## src/ldfe_pkg.sv

```systemverilog
// shared constants, types and helpers of the labelled decimal field extractor
`default_nettype none

package ldfe_pkg;

    localparam int LABEL_COUNT     = 4;
    localparam int MAX_LABEL_CHARS = 8;
    localparam int FRACTION_DIGITS = 3;

    localparam int CHAR_W     = 8;
    localparam int LABEL_W    = 64;
    localparam int LEN_W      = 4;
    localparam int LENGTHS_W  = LEN_W * LABEL_COUNT;
    localparam int WIN_W      = CHAR_W * MAX_LABEL_CHARS;
    localparam int FILL_W     = $clog2(MAX_LABEL_CHARS + 1);
    localparam int MAG_W      = 47;
    localparam int VALUE_W    = MAG_W + 1;
    localparam int SUM_W      = MAG_W + 5;
    localparam int FC_W       = (FRACTION_DIGITS > 0) ? $clog2(FRACTION_DIGITS + 1) : 1;
    localparam int FRAC_SLOTS = (FRACTION_DIGITS > 0) ? FRACTION_DIGITS : 1;
    localparam int CFG_IDX_W  = $clog2(LABEL_COUNT + 1);
    localparam int CFG_DATA_W = LABEL_W;

    // register indexes: label texts take 0 .. LABEL_COUNT-1
    localparam logic [CFG_IDX_W-1:0] CFG_LABEL_LENGTHS = CFG_IDX_W'(LABEL_COUNT);

    localparam logic [LABEL_W-1:0] LABEL_RESET [4] = '{
        64'h0000_0000_414C_543A,
        64'h0000_0000_5645_4C3A,
        64'h0000_0054_454D_503A,
        64'h0000_5052_4553_533A
    };
    localparam logic [LENGTHS_W-1:0] LENGTHS_RESET = LENGTHS_W'(16'h6544);

    localparam logic [CHAR_W-1:0] CH_SPACE = 8'h20;
    localparam logic [CHAR_W-1:0] CH_PLUS  = 8'h2B;
    localparam logic [CHAR_W-1:0] CH_MINUS = 8'h2D;
    localparam logic [CHAR_W-1:0] CH_DOT   = 8'h2E;
    localparam logic [CHAR_W-1:0] CH_ZERO  = 8'h30;
    localparam logic [CHAR_W-1:0] CH_NINE  = 8'h39;

    localparam logic [MAG_W-1:0] MAG_MAX = '1;

    typedef logic signed [VALUE_W-1:0] value_t;

    typedef struct packed {
        logic                    accept;
        logic                    line_end;
        logic [CHAR_W-1:0]       character;
        logic [WIN_W-1:0]        window;
        logic [FILL_W-1:0]       fill;
    } lane_step_t;

    typedef struct packed {
        value_t value;
        logic   found;
    } lane_result_t;

    typedef struct packed {
        value_t [LABEL_COUNT-1:0] value;
        logic   [LABEL_COUNT-1:0] found;
    } result_t;

    function automatic logic [63:0] pow10(input int unsigned n);
        logic [63:0] p;
        p = 64'd1;
        for (int k = 0; k < 7; k++)
        begin
            if (k < n)
            begin
                p = p * 64'd10;
            end
        end
        return p;
    endfunction

endpackage

`default_nettype wire

```

## src/ldfe_in_if.sv

```systemverilog
// character item channel
`default_nettype none

interface ldfe_in_if
    import ldfe_pkg::*;
    ();
    logic              valid;
    logic              ready;
    logic [CHAR_W-1:0] character;
    logic              line_end;

    modport source (output valid, output character, output line_end, input ready);
    modport sink   (input valid, input character, input line_end, output ready);
endinterface

`default_nettype wire

```

## src/ldfe_out_if.sv

```systemverilog
// result item channel
`default_nettype none

interface ldfe_out_if
    import ldfe_pkg::*;
    ();
    logic   valid;
    logic   ready;
    value_t value_0;
    value_t value_1;
    value_t value_2;
    value_t value_3;
    logic   found_0;
    logic   found_1;
    logic   found_2;
    logic   found_3;

    modport source (output valid, output value_0, output value_1, output value_2,
                    output value_3, output found_0, output found_1, output found_2,
                    output found_3, input ready);
    modport sink   (input valid, input value_0, input value_1, input value_2,
                    input value_3, input found_0, input found_1, input found_2,
                    input found_3, output ready);
endinterface

`default_nettype wire

```

## src/ldfe_lane.sv

```systemverilog
// one label lane: label match on the window and decimal number parser
`default_nettype none

module ldfe_lane
    import ldfe_pkg::*;
(
    input  wire logic                 clk,
    input  wire logic                 rst_n,
    input  wire lane_step_t           step,
    input  wire logic [LABEL_W-1:0]   label_text,
    input  wire logic [LEN_W-1:0]     label_len,
    output lane_result_t              result
);

    typedef enum logic [1:0] {PH_IDLE, PH_PRE, PH_DIGITS, PH_DONE} phase_t;

    phase_t            phase_reg, phase_next;
    logic              found_reg, found_next;
    logic              negative_reg, negative_next;
    logic              after_dot_reg, after_dot_next;
    logic [MAG_W-1:0]  acc_reg, acc_next;
    logic [FC_W-1:0]   frac_count_reg, frac_count_next;

    logic [LEN_W-1:0]  len_clamped;
    logic [FILL_W-1:0] len_eff;
    logic              mismatch;
    logic              match;
    logic              take;
    logic              digit;
    logic [3:0]        digit_value;
    logic [SUM_W-1:0]  sum;
    logic [SUM_W-1:0]  frac_addend;
    logic [VALUE_W-1:0] mag_ext;

    // effective label length and window compare
    always_comb
    begin
        if (label_len == '0)
        begin
            len_clamped = LEN_W'(1);
        end
        else if (label_len > LEN_W'(MAX_LABEL_CHARS))
        begin
            len_clamped = LEN_W'(MAX_LABEL_CHARS);
        end
        else
        begin
            len_clamped = label_len;
        end
        len_eff  = FILL_W'(len_clamped);
        mismatch = 1'b0;
        for (int k = 0; k < MAX_LABEL_CHARS; k++)
        begin
            if (FILL_W'(k) < len_eff &&
                step.window[CHAR_W*k +: CHAR_W] != label_text[CHAR_W*k +: CHAR_W])
            begin
                mismatch = 1'b1;
            end
        end
        match = (step.fill >= len_eff) && !mismatch;
    end

    // number parser
    always_comb
    begin
        phase_next      = phase_reg;
        found_next      = found_reg;
        negative_next   = negative_reg;
        after_dot_next  = after_dot_reg;
        acc_next        = acc_reg;
        frac_count_next = frac_count_reg;
        take            = 1'b0;
        sum             = '0;
        frac_addend     = '0;
        digit           = step.character inside {[CH_ZERO:CH_NINE]};
        digit_value     = 4'(step.character - CH_ZERO);

        case (phase_reg)
            PH_PRE:
            begin
                if (step.character != CH_SPACE)
                begin
                    phase_next = PH_DIGITS;
                    if (step.character == CH_MINUS)
                    begin
                        negative_next = 1'b1;
                    end
                    else if (step.character != CH_PLUS)
                    begin
                        take = 1'b1;
                    end
                end
            end
            PH_DIGITS:
            begin
                take = 1'b1;
            end
            default:
            begin
                take = 1'b0;
            end
        endcase

        for (int k = 0; k < FRAC_SLOTS; k++)
        begin
            if (frac_count_reg == FC_W'(k))
            begin
                frac_addend = SUM_W'(digit_value) *
                              SUM_W'(pow10(FRACTION_DIGITS - 1 - k));
            end
        end

        if (take)
        begin
            if (step.character == CH_DOT)
            begin
                after_dot_next = 1'b1;
            end
            else if (digit)
            begin
                if (!after_dot_reg)
                begin
                    sum = SUM_W'(acc_reg) * SUM_W'(10) +
                          SUM_W'(digit_value) * SUM_W'(pow10(FRACTION_DIGITS));
                    acc_next = (sum > SUM_W'(MAG_MAX)) ? MAG_MAX : sum[MAG_W-1:0];
                end
                else if (frac_count_reg < FC_W'(FRACTION_DIGITS))
                begin
                    sum = SUM_W'(acc_reg) + frac_addend;
                    acc_next = (sum > SUM_W'(MAG_MAX)) ? MAG_MAX : sum[MAG_W-1:0];
                    frac_count_next = frac_count_reg + FC_W'(1);
                end
            end
            else
            begin
                phase_next = PH_DONE;
            end
        end

        if (!found_reg && match)
        begin
            found_next = 1'b1;
            phase_next = PH_PRE;
        end

        mag_ext      = {1'b0, acc_next};
        result.value = negative_next ? $signed(~mag_ext + VALUE_W'(1)) : $signed(mag_ext);
        result.found = found_next;
    end

    always_ff @(posedge clk or negedge rst_n)
    begin
        if (!rst_n)
        begin
            phase_reg      <= PH_IDLE;
            found_reg      <= 1'b0;
            negative_reg   <= 1'b0;
            after_dot_reg  <= 1'b0;
            acc_reg        <= '0;
            frac_count_reg <= '0;
        end
        else if (step.accept)
        begin
            if (step.line_end)
            begin
                phase_reg      <= PH_IDLE;
                found_reg      <= 1'b0;
                negative_reg   <= 1'b0;
                after_dot_reg  <= 1'b0;
                acc_reg        <= '0;
                frac_count_reg <= '0;
            end
            else
            begin
                phase_reg      <= phase_next;
                found_reg      <= found_next;
                negative_reg   <= negative_next;
                after_dot_reg  <= after_dot_next;
                acc_reg        <= acc_next;
                frac_count_reg <= frac_count_next;
            end
        end
    end

endmodule

`default_nettype wire

```

## src/labelled_decimal_field_extractor.sv

```systemverilog
// top level: label window, four parser lanes, config registers, result buffer
// result: the result of a line_end item is registered into the result buffer when the item is accepted
// throughput: one character item per cycle while the spare result entry is empty
// results sit in a two-entry buffer, so input is held off only when both are full
// reset: labels return to their defaults, line state and result buffer are cleared
`default_nettype none

module labelled_decimal_field_extractor
    import ldfe_pkg::*;
(
    input  wire logic                  clk,
    input  wire logic                  rst_n,
    input  wire logic                  cfg_write,
    input  wire logic [CFG_IDX_W-1:0]  cfg_index,
    input  wire logic [CFG_DATA_W-1:0] cfg_data,
    ldfe_in_if.sink                    line_chars,
    ldfe_out_if.source                 fields
);

    logic [LABEL_W-1:0]   label_text_reg [LABEL_COUNT];
    logic [LENGTHS_W-1:0] label_lengths_reg;

    logic [WIN_W-1:0]     window_reg, window_next;
    logic [FILL_W-1:0]    fill_reg, fill_next;

    logic                 accept;
    logic                 push;
    logic                 pop;
    lane_step_t           step;
    lane_result_t         lane_res [LABEL_COUNT];
    result_t              result_new;

    result_t              out_reg, out_next;
    result_t              skid_reg, skid_next;
    logic                 out_valid_reg, out_valid_next;
    logic                 skid_valid_reg, skid_valid_next;

    // config registers
    for (genvar g = 0; g < LABEL_COUNT; g++)
    begin : g_label
        always_ff @(posedge clk or negedge rst_n)
        begin
            if (!rst_n)
            begin
                label_text_reg[g] <= LABEL_RESET[g];
            end
            else if (cfg_write && cfg_index == CFG_IDX_W'(g))
            begin
                label_text_reg[g] <= cfg_data;
            end
        end
    end

    always_ff @(posedge clk or negedge rst_n)
    begin
        if (!rst_n)
        begin
            label_lengths_reg <= LENGTHS_RESET;
        end
        else if (cfg_write && cfg_index == CFG_LABEL_LENGTHS)
        begin
            label_lengths_reg <= cfg_data[LENGTHS_W-1:0];
        end
    end

    // character window
    assign accept           = line_chars.valid && line_chars.ready;
    assign line_chars.ready = !skid_valid_reg;
    assign window_next      = {window_reg[WIN_W-CHAR_W-1:0], line_chars.character};
    assign fill_next        = (fill_reg == FILL_W'(MAX_LABEL_CHARS)) ?
                              fill_reg : fill_reg + FILL_W'(1);

    always_ff @(posedge clk or negedge rst_n)
    begin
        if (!rst_n)
        begin
            window_reg <= '0;
            fill_reg   <= '0;
        end
        else if (accept)
        begin
            window_reg <= line_chars.line_end ? '0 : window_next;
            fill_reg   <= line_chars.line_end ? '0 : fill_next;
        end
    end

    always_comb
    begin
        step.accept    = accept;
        step.line_end  = line_chars.line_end;
        step.character = line_chars.character;
        step.window    = window_next;
        step.fill      = fill_next;
    end

    // parser lanes
    for (genvar g = 0; g < LABEL_COUNT; g++)
    begin : g_lane
        ldfe_lane u_lane (
            .clk        (clk),
            .rst_n      (rst_n),
            .step       (step),
            .label_text (label_text_reg[g]),
            .label_len  (label_lengths_reg[LEN_W*g +: LEN_W]),
            .result     (lane_res[g])
        );
        assign result_new.value[g] = lane_res[g].value;
        assign result_new.found[g] = lane_res[g].found;
    end

    // two-entry result buffer
    assign push = accept && line_chars.line_end;
    assign pop  = out_valid_reg && fields.ready;

    always_comb
    begin
        out_next        = out_reg;
        skid_next       = skid_reg;
        out_valid_next  = out_valid_reg;
        skid_valid_next = skid_valid_reg;
        if (skid_valid_reg)
        begin
            if (pop)
            begin
                out_next        = skid_reg;
                skid_valid_next = 1'b0;
            end
        end
        else if (push)
        begin
            if (!out_valid_reg || pop)
            begin
                out_next       = result_new;
                out_valid_next = 1'b1;
            end
            else
            begin
                skid_next       = result_new;
                skid_valid_next = 1'b1;
            end
        end
        else if (pop)
        begin
            out_valid_next = 1'b0;
        end
    end

    always_ff @(posedge clk or negedge rst_n)
    begin
        if (!rst_n)
        begin
            out_valid_reg  <= 1'b0;
            skid_valid_reg <= 1'b0;
        end
        else
        begin
            out_valid_reg  <= out_valid_next;
            skid_valid_reg <= skid_valid_next;
        end
    end

    always_ff @(posedge clk)
    begin
        out_reg  <= out_next;
        skid_reg <= skid_next;
    end

    assign fields.valid   = out_valid_reg;
    assign fields.value_0 = out_reg.value[0];
    assign fields.value_1 = out_reg.value[1];
    assign fields.value_2 = out_reg.value[2];
    assign fields.value_3 = out_reg.value[3];
    assign fields.found_0 = out_reg.found[0];
    assign fields.found_1 = out_reg.found[1];
    assign fields.found_2 = out_reg.found[2];
    assign fields.found_3 = out_reg.found[3];

    // checks
    a_skid_behind_out: assert property (@(posedge clk) disable iff (!rst_n)
        skid_valid_reg |-> out_valid_reg)
        else $error("spare result entry full while head is empty");

    a_line_end_result: assert property (@(posedge clk) disable iff (!rst_n)
        push |=> out_valid_reg)
        else $error("line end item gave no result");

    a_line_end_clears: assert property (@(posedge clk) disable iff (!rst_n)
        push |=> (fill_reg == '0 && window_reg == '0))
        else $error("window not cleared after line end");

    a_fill_bound: assert property (@(posedge clk) disable iff (!rst_n)
        fill_reg <= FILL_W'(MAX_LABEL_CHARS))
        else $error("window fill count out of range");

endmodule

`default_nettype wire

```

## src/flat_wrapper.sv

```systemverilog
// flat-port wrapper written by rule: the top's interface ports become plain ports
module labelled_decimal_field_extractor_flat import ldfe_pkg::*;
  (clk, rst_n, cfg_write, cfg_index, cfg_data, line_chars_valid, line_chars_character, line_chars_line_end, line_chars_ready, fields_valid, fields_value_0, fields_value_1, fields_value_2, fields_value_3, fields_found_0, fields_found_1, fields_found_2, fields_found_3, fields_ready);
  ldfe_in_if line_chars_i ();
  ldfe_out_if fields_i ();
  input  wire logic clk;
  input  wire logic rst_n;
  input  wire logic cfg_write;
  input  wire logic [CFG_IDX_W-1:0] cfg_index;
  input  wire logic [CFG_DATA_W-1:0] cfg_data;
  input wire logic [$bits(line_chars_i.valid)-1:0] line_chars_valid;
  input wire logic [$bits(line_chars_i.character)-1:0] line_chars_character;
  input wire logic [$bits(line_chars_i.line_end)-1:0] line_chars_line_end;
  output wire logic [$bits(line_chars_i.ready)-1:0] line_chars_ready;
  output wire logic [$bits(fields_i.valid)-1:0] fields_valid;
  output wire logic [$bits(fields_i.value_0)-1:0] fields_value_0;
  output wire logic [$bits(fields_i.value_1)-1:0] fields_value_1;
  output wire logic [$bits(fields_i.value_2)-1:0] fields_value_2;
  output wire logic [$bits(fields_i.value_3)-1:0] fields_value_3;
  output wire logic [$bits(fields_i.found_0)-1:0] fields_found_0;
  output wire logic [$bits(fields_i.found_1)-1:0] fields_found_1;
  output wire logic [$bits(fields_i.found_2)-1:0] fields_found_2;
  output wire logic [$bits(fields_i.found_3)-1:0] fields_found_3;
  input wire logic [$bits(fields_i.ready)-1:0] fields_ready;
  assign line_chars_i.valid = line_chars_valid;
  assign line_chars_i.character = line_chars_character;
  assign line_chars_i.line_end = line_chars_line_end;
  assign line_chars_ready = line_chars_i.ready;
  assign fields_valid = fields_i.valid;
  assign fields_value_0 = fields_i.value_0;
  assign fields_value_1 = fields_i.value_1;
  assign fields_value_2 = fields_i.value_2;
  assign fields_value_3 = fields_i.value_3;
  assign fields_found_0 = fields_i.found_0;
  assign fields_found_1 = fields_i.found_1;
  assign fields_found_2 = fields_i.found_2;
  assign fields_found_3 = fields_i.found_3;
  assign fields_i.ready = fields_ready;
  labelled_decimal_field_extractor u_core (.clk(clk), .rst_n(rst_n), .cfg_write(cfg_write), .cfg_index(cfg_index), .cfg_data(cfg_data), .line_chars(line_chars_i), .fields(fields_i));
endmodule
```

## config.mk

```make
export PLATFORM = sky130hd
export DESIGN_NAME = labelled_decimal_field_extractor_flat
export DESIGN_NICKNAME = d
export VERILOG_FILES = /design/src/ldfe_pkg.sv /design/src/ldfe_in_if.sv /design/src/ldfe_out_if.sv /design/src/ldfe_lane.sv /design/src/labelled_decimal_field_extractor.sv /design/src/flat_wrapper.sv
export SDC_FILE = /design/constraint.sdc
export NUM_CORES = 2
export LEC_CHECK = 0
export BUFFER_PORTS_ARGS = -buffer_cell sky130_fd_sc_hd__buf_2
export CAP_MARGIN = 25
export CORE_MARGIN = 3
export CORE_UTILIZATION = 35
export DETAILED_ROUTE_END_ITERATION = 6
export HOLD_SLACK_MARGIN = 0.02
export PLACE_DENSITY = 0.51
export SETUP_SLACK_MARGIN = 0.1
export SLEW_MARGIN = 25
export SYNTH_ARGS = -nofsm -noshare
export SYNTH_HDL_FRONTEND = slang
export SYNTH_SLANG_ARGS = --single-unit
```

## constraint.sdc

```tcl
create_clock -name clk -period 10.9 [get_ports clk]
set_input_delay 0 -clock clk [delete_from_list [all_inputs] [get_ports clk]]
set_output_delay 0 -clock clk [all_outputs]
set_load 0.02 [all_outputs]
```

======== Yosys cells after proc, flatten, opt, wreduce, memory -nomap -nowiden ========
Cells that the tools add are included.
cells by class
  reductions and logical operators ........ 97
  multipliers ............................. 17
  eq/ne operators ......................... 60
  bitwise operators ....................... 6
  multiplexer cells ....................... 206
  add/subtract/negate cells ............... 18
  order comparisons ....................... 54
operators by type and width
  kind                                                  number
  two-way mux 47 bit                                    32
  two-way mux 52 bit                                    20
  two-way mux 196 bit                                   4
  > comparator 52 x 47 -> 1 bit, second input constant  8
  multiplier 4 x 52 -> 52 bit                           8
  multiplier 64 x 3 -> 51 bit, second input constant    4
  two-way mux 64 bit                                    4
  != test 8 bit                                         32
  adder 47 x 52 -> 52 bit                               4
  adder 51 x 14 -> 52 bit                               4
  multiplier 47 x 3 -> 50 bit, second input constant    4
  adder 48 x 1 -> 48 bit, second input constant         4
  two-way mux 48 bit                                    4
  NOT 47 -> 48 bit                                      4
  two-way mux 2 bit                                     52
  two-way mux 1 bit                                     75
  < comparator 3 x 4 -> 1 bit, first input constant     16
  two-way mux 56 bit                                    1
  logical AND 1 bit                                     49
  two-way mux 4 bit                                     10
  nonzero test 2 bit                                    17
  < comparator 1 x 4 -> 1 bit, first input constant     8
  < comparator 2 x 4 -> 1 bit, first input constant     8
  AND reduction 6 bit                                   4
  27 further kinds                                      82
storage, ports and cells
  logic and storage cells ................. 501
  register bits ........................... 942

======== Depth between registers and ports, before layout ========
  depth in word-level cells ............... 22
  gate-level depth with buffers ........... 36

======== By module ========
From an unflattened synthesis, not the netlist that was laid out.
unflattened totals
  cell total of the unflattened synthesis .. 8,643
  area total of the unflattened synthesis .. 79,714.0 um2
modules (own cells, without submodules)
  module                                   sequential area each (um2)  area each (um2)  instances  cells an instance
  labelled_decimal_field_extractor         20,214.4                    26,955.9         1          1,476
  ldfe_lane (u_core.g_lane[0].u_lane ...)  1,351.3                     13,122.6         2          1,782
  ldfe_lane (u_core.g_lane[2].u_lane)      1,351.3                     13,336.5         1          1,807
  ldfe_lane (u_core.g_lane[3].u_lane)      1,351.3                     13,176.4         1          1,796

======== Worst setup path before layout ========
No wires, ideal clock.
  path type ............................... flip-flop to flip-flop
  start ................................... register u_core.skid_valid_reg
  end ..................................... register u_core.out_reg (netlist bit u_core.fields.found_0), enable pin
  path buffers ............................ 1
  arrival ................................. 10,738 ps
  clock period less this slack ............ 11,555 ps
  path slack .............................. -655 ps
  cell stages (with the launch flop) ...... 7
  cell sequence ........................... dfrtp_1 clkinv_1 nand2_1 clkbuf_1 nor2_1 a21oi_1 a21oi_1
between the ends
  longest elaborated chain between the ends .. 5
  elaborated cells between the ends (all ways) .. 7
RTL lines
  element                                   RTL line                                 RTL
  from (decl)                               labelled_decimal_field_extractor.sv:36   logic skid_valid_reg, skid_valid_next;
  from (signal assigned)                    labelled_decimal_field_extractor.sv:158  skid_valid_reg <= skid_valid_next;
  zero test 1 bit                           labelled_decimal_field_extractor.sv:68   assign line_chars.ready = !skid_valid_reg;
  logical AND 1 bit                         labelled_decimal_field_extractor.sv:67   assign accept = line_chars.valid && line_chars.ready;
  logical AND 1 bit                         labelled_decimal_field_extractor.sv:112  assign push = accept && line_chars.line_end;
  nonzero test 2 bit (no source line)       -
  AND reduction 3 bit (no source line) (*)  -
  to (signal assigned)                      labelled_decimal_field_extractor.sv:164  out_reg <= out_next;
  to (decl)                                 labelled_decimal_field_extractor.sv:33   result_t out_reg, out_next;
Mark *: on every way between the ends. The rest lies on a longest branch, timed or not.
A chain may end at the register's enable or synchronous reset.

==> results.txt <==
Max Cap Viol -> 0
Final min period -> 9740 ps
CP dominant cell by count -> ha_1
WHS -> 49.4 ps
Port Buffers -> 278
Post-CTS setup buffer count -> 0
Max transition margin -> 27.3%
Endpoints failing hold -> 0
Die X -> 477 µm
Synth area leaders -> dfrtp_1 16%, edfxtp_1 15%, ha_1 8.5%, mux2_2 6.4%, xnor2_1 5.2%
First-pass GRT wire length -> 436 mm
Largest family of logic cells by synthesized area -> compound AO/OA/AOI/OAI gates
Drt drc -> 2
IO Count -> 279
Crit Path Class -> in2reg
Worst-path clk slew -> 60 ps
Failing checks -> DRC
Die area -> 227000 µm²
PwrDens -> 164 nW/µm²
Top_reg_cell synth -> dfrtp_1
Pin count of the biggest net entering global routing -> 174
Synth Area in XOR/XNOR -> 8.20%
Post-DR wirelength/cell -> 24.2 µm
Sequential share of the synthesized area -> 33.0%
Core Footprint -> 220000 µm²
Seq cells post-synth -> 942
Synthesized area -> 77500 µm²
Worst Hold Class -> in2async
Slowest cell delay on critical path -> 710 ps
Final worst-path cycle share -> 89.4%
Layout cells sized above 1 -> 14.4%
Syn Inst Count -> 8728
RSZ-0062 raised after global routing -> no
Crit end category -> register
CP arrival -> 10250 ps
Die H -> 477 µm
Post-synthesis simple-gate area fraction -> 18.5%
Standard-cell row count -> 172
Dpl hpwl -> 218 mm
Detailed Route WL -> 288 mm
Antenna viol nets, final -> 0
Layout area overhead -> 11.8%
List of most frequent post-synthesis cells -> 943 x nand2_1, 620 x nor2_1, 603 x a21oi_1, 554 x o21ai_0, 528 x ha_1
Via density -> 5.88
Count leader, synth -> nand2_1
Status -> finished, violations left
Clock buffer depth -> 3
Mux cell area share after synthesis -> 6.96%
Total GRT Usage -> 24.4%
Async SR Flop Fraction -> 58.4%
Setup crit start kind -> primary input
Static leakage -> 0.0357 µW
RePlAce Congestion -> 0.914
Clock Latency Late Sink -> 780 ps
Sink Count -> 942
Final setup fails -> 0
DR pass1 iterations -> 7
Maximum clock frequency -> 0.103 GHz
Max FFs per register -> 256
Vias in the first global route -> 68200
Clock root buffer -> clkbuf_16
Syn_area_per_cell -> 8.88 µm²
Final Max Slew Viols -> 0
Via count -> 70100
Initial Utilization -> 35.3%
CTS tree -> done
Leading area contributor after synthesis -> dfrtp_1
TritonCTS buffer count -> 110
Compound-Gate Fraction of Synth Area -> 20.9%
H-tree levels -> 3
Post-synthesis cell type count -> 124
Post-layout nets -> 9474
Yosys warns -> 0
Layout Skew -> 59.1 ps
Maximum VDD drop -> 0.000135 V
CP Max Fanout -> 25
Slew at the pin with the worst max-slew slack -> 1090 ps
Number of synthesized flops with an enable pin -> 392
Total grt overflow -> 0
WP data required -> 11400 ps
Setup TNS -> 0 ps
Initial antenna violation count -> 24
Detailed Route Iter0 Violations -> 6230
Slowest cell on the critical path -> dlygate4sd3_1
Post-synth top area share -> 15.6%
Adder-Cell Fraction of Synth Area -> 9.02%
Fill cells -> 22300
Synth Net Count -> 9356
==> per-layer routing <==
layer,share of wire (%),up-vias,wire [µm],track usage [%]
met5,0.028,-,82,0
met4,3.3,12,9560,7.48
met3,5.7,443,16500,3.32
met2,46,2364,131000,39.6
met1,45,34500,131000,33.6
li1,-,32800,-,-
==> area by class of cell <==
| class | count | area [µm²] | share of cell area, % |
|---|---|---|---|
| inverter | 195 | 739 | 0.853 |
| tap | 2958 | 3700 | 4.27 |
| multi-input combinational | 7106 | 49500 | 57.1 |
| clock inverter | 61 | 662 | 0.763 |
| timing repair buffer | 491 | 3350 | 3.86 |
| antenna | 15 | 37.5 | 0.0433 |
| clock buffer | 145 | 3070 | 3.54 |
| sequential | 942 | 25600 | 29.6 |
==> through the flow <==
stage                     power, µW  setup WS, ps  cell area, µm²  instances  util [%]
after floorplan                8530          2720           77500       8728         -
after global placement        10300           910           81800      11600      37.2
after detailed placement      10300          1010           81800      11600      37.2
after CTS                     14300          1030           86600      11900      39.4
after global routing          14900           464           86700      11900      39.4
final                         14200          1160           86700      11900      39.4
==> power breakdown <==
| group | total (µW) | internal, µW | switching (µW) |
|---|---|---|---|
| combinational | 5340 | 1920 | 3420 |
| sequential | 4990 | 4450 | 539 |
| clock | 3860 | 2220 | 1630 |
| total | 14200 | 8590 | 5590 |
==> cell families (layout without fill, tap and decap cells) <==
| family | count (synthesis) | count (layout) |
|---|---|---|
| AND/OR/NAND/NOR | 2899 | 2899 |
| other | 0 | 15 |
| XOR/XNOR | 725 | 725 |
| buffers and inverters | 680 | 892 |
| multiplexers | 484 | 484 |
| adder cells (fa/ha/maj) | 548 | 548 |
| AO/OA/AOI/OAI | 2450 | 2450 |
| flip-flops | 942 | 942 |
==> worst paths after layout <==
kind | start | endpoint | slack [ps] | cells past startpoint
setup / recovery | line_chars_character[1] | u_core.fields.value_1[40]$_DFFE_PP_ | 1160 | 35
hold / removal | rst_n | u_core.label_text_reg[94]$_DFFE_PN1P_ | 50 | 2
setup reg to reg | u_core.g_lane[1].u_lane.acc_reg[3]$_DFFE_PN0P_ | u_core.fields.value_1[40]$_DFFE_PP_ | 1490 | 30
hold reg to reg | u_core.g_lane[0].u_lane.found_reg$_DFFE_PN0P_ | u_core.g_lane[0].u_lane.found_reg$_DFFE_PN0P_ | 510 | 2
max in group asynchronous | rst_n | u_core.skid_valid_reg$_DFF_PN0_ | 9000 | 4
min in group clk | cfg_data[48] | u_core.label_text_reg[176]$_DFFE_PN0P_ | 90 | 3
==> worst max-delay path: cells and delay by family <==
kind / cells / cell delay (ps)
compound gates: 6 / 1880
simple gates: 14 / 3790
xor+xnor: 1 / 130
fa+ha+maj: 6 / 1810
buf+inv: 6 / 1750
mux: 2 / 870
==> cell usage in the layout, fill, tap and decap left out, drive strengths merged, types with 144 or more instances in the layout <==
cell type  Yosys  layout
a21o         144     144
nor2         623     623
mux2         439     439
o21ai        587     587
xor2         269     269
clkbuf       403     145
nor3         215     215
inv          189     199
nand2        944     944
edfxtp       392     392
nand3        254     254
ha           528     528
xnor2        456     456
buf           82     388
dfrtp        482     482
a21oi        611     611
nand4        204     204
==> repair_timing <==
action                                 CTS  global route
gates resized for setup                  0             1
hold buffers                           104             0
endpoints found under the hold margin  453             0
setup endpoints to repair                0             1
Note: power is estimated with default switching activity, not from simulation.
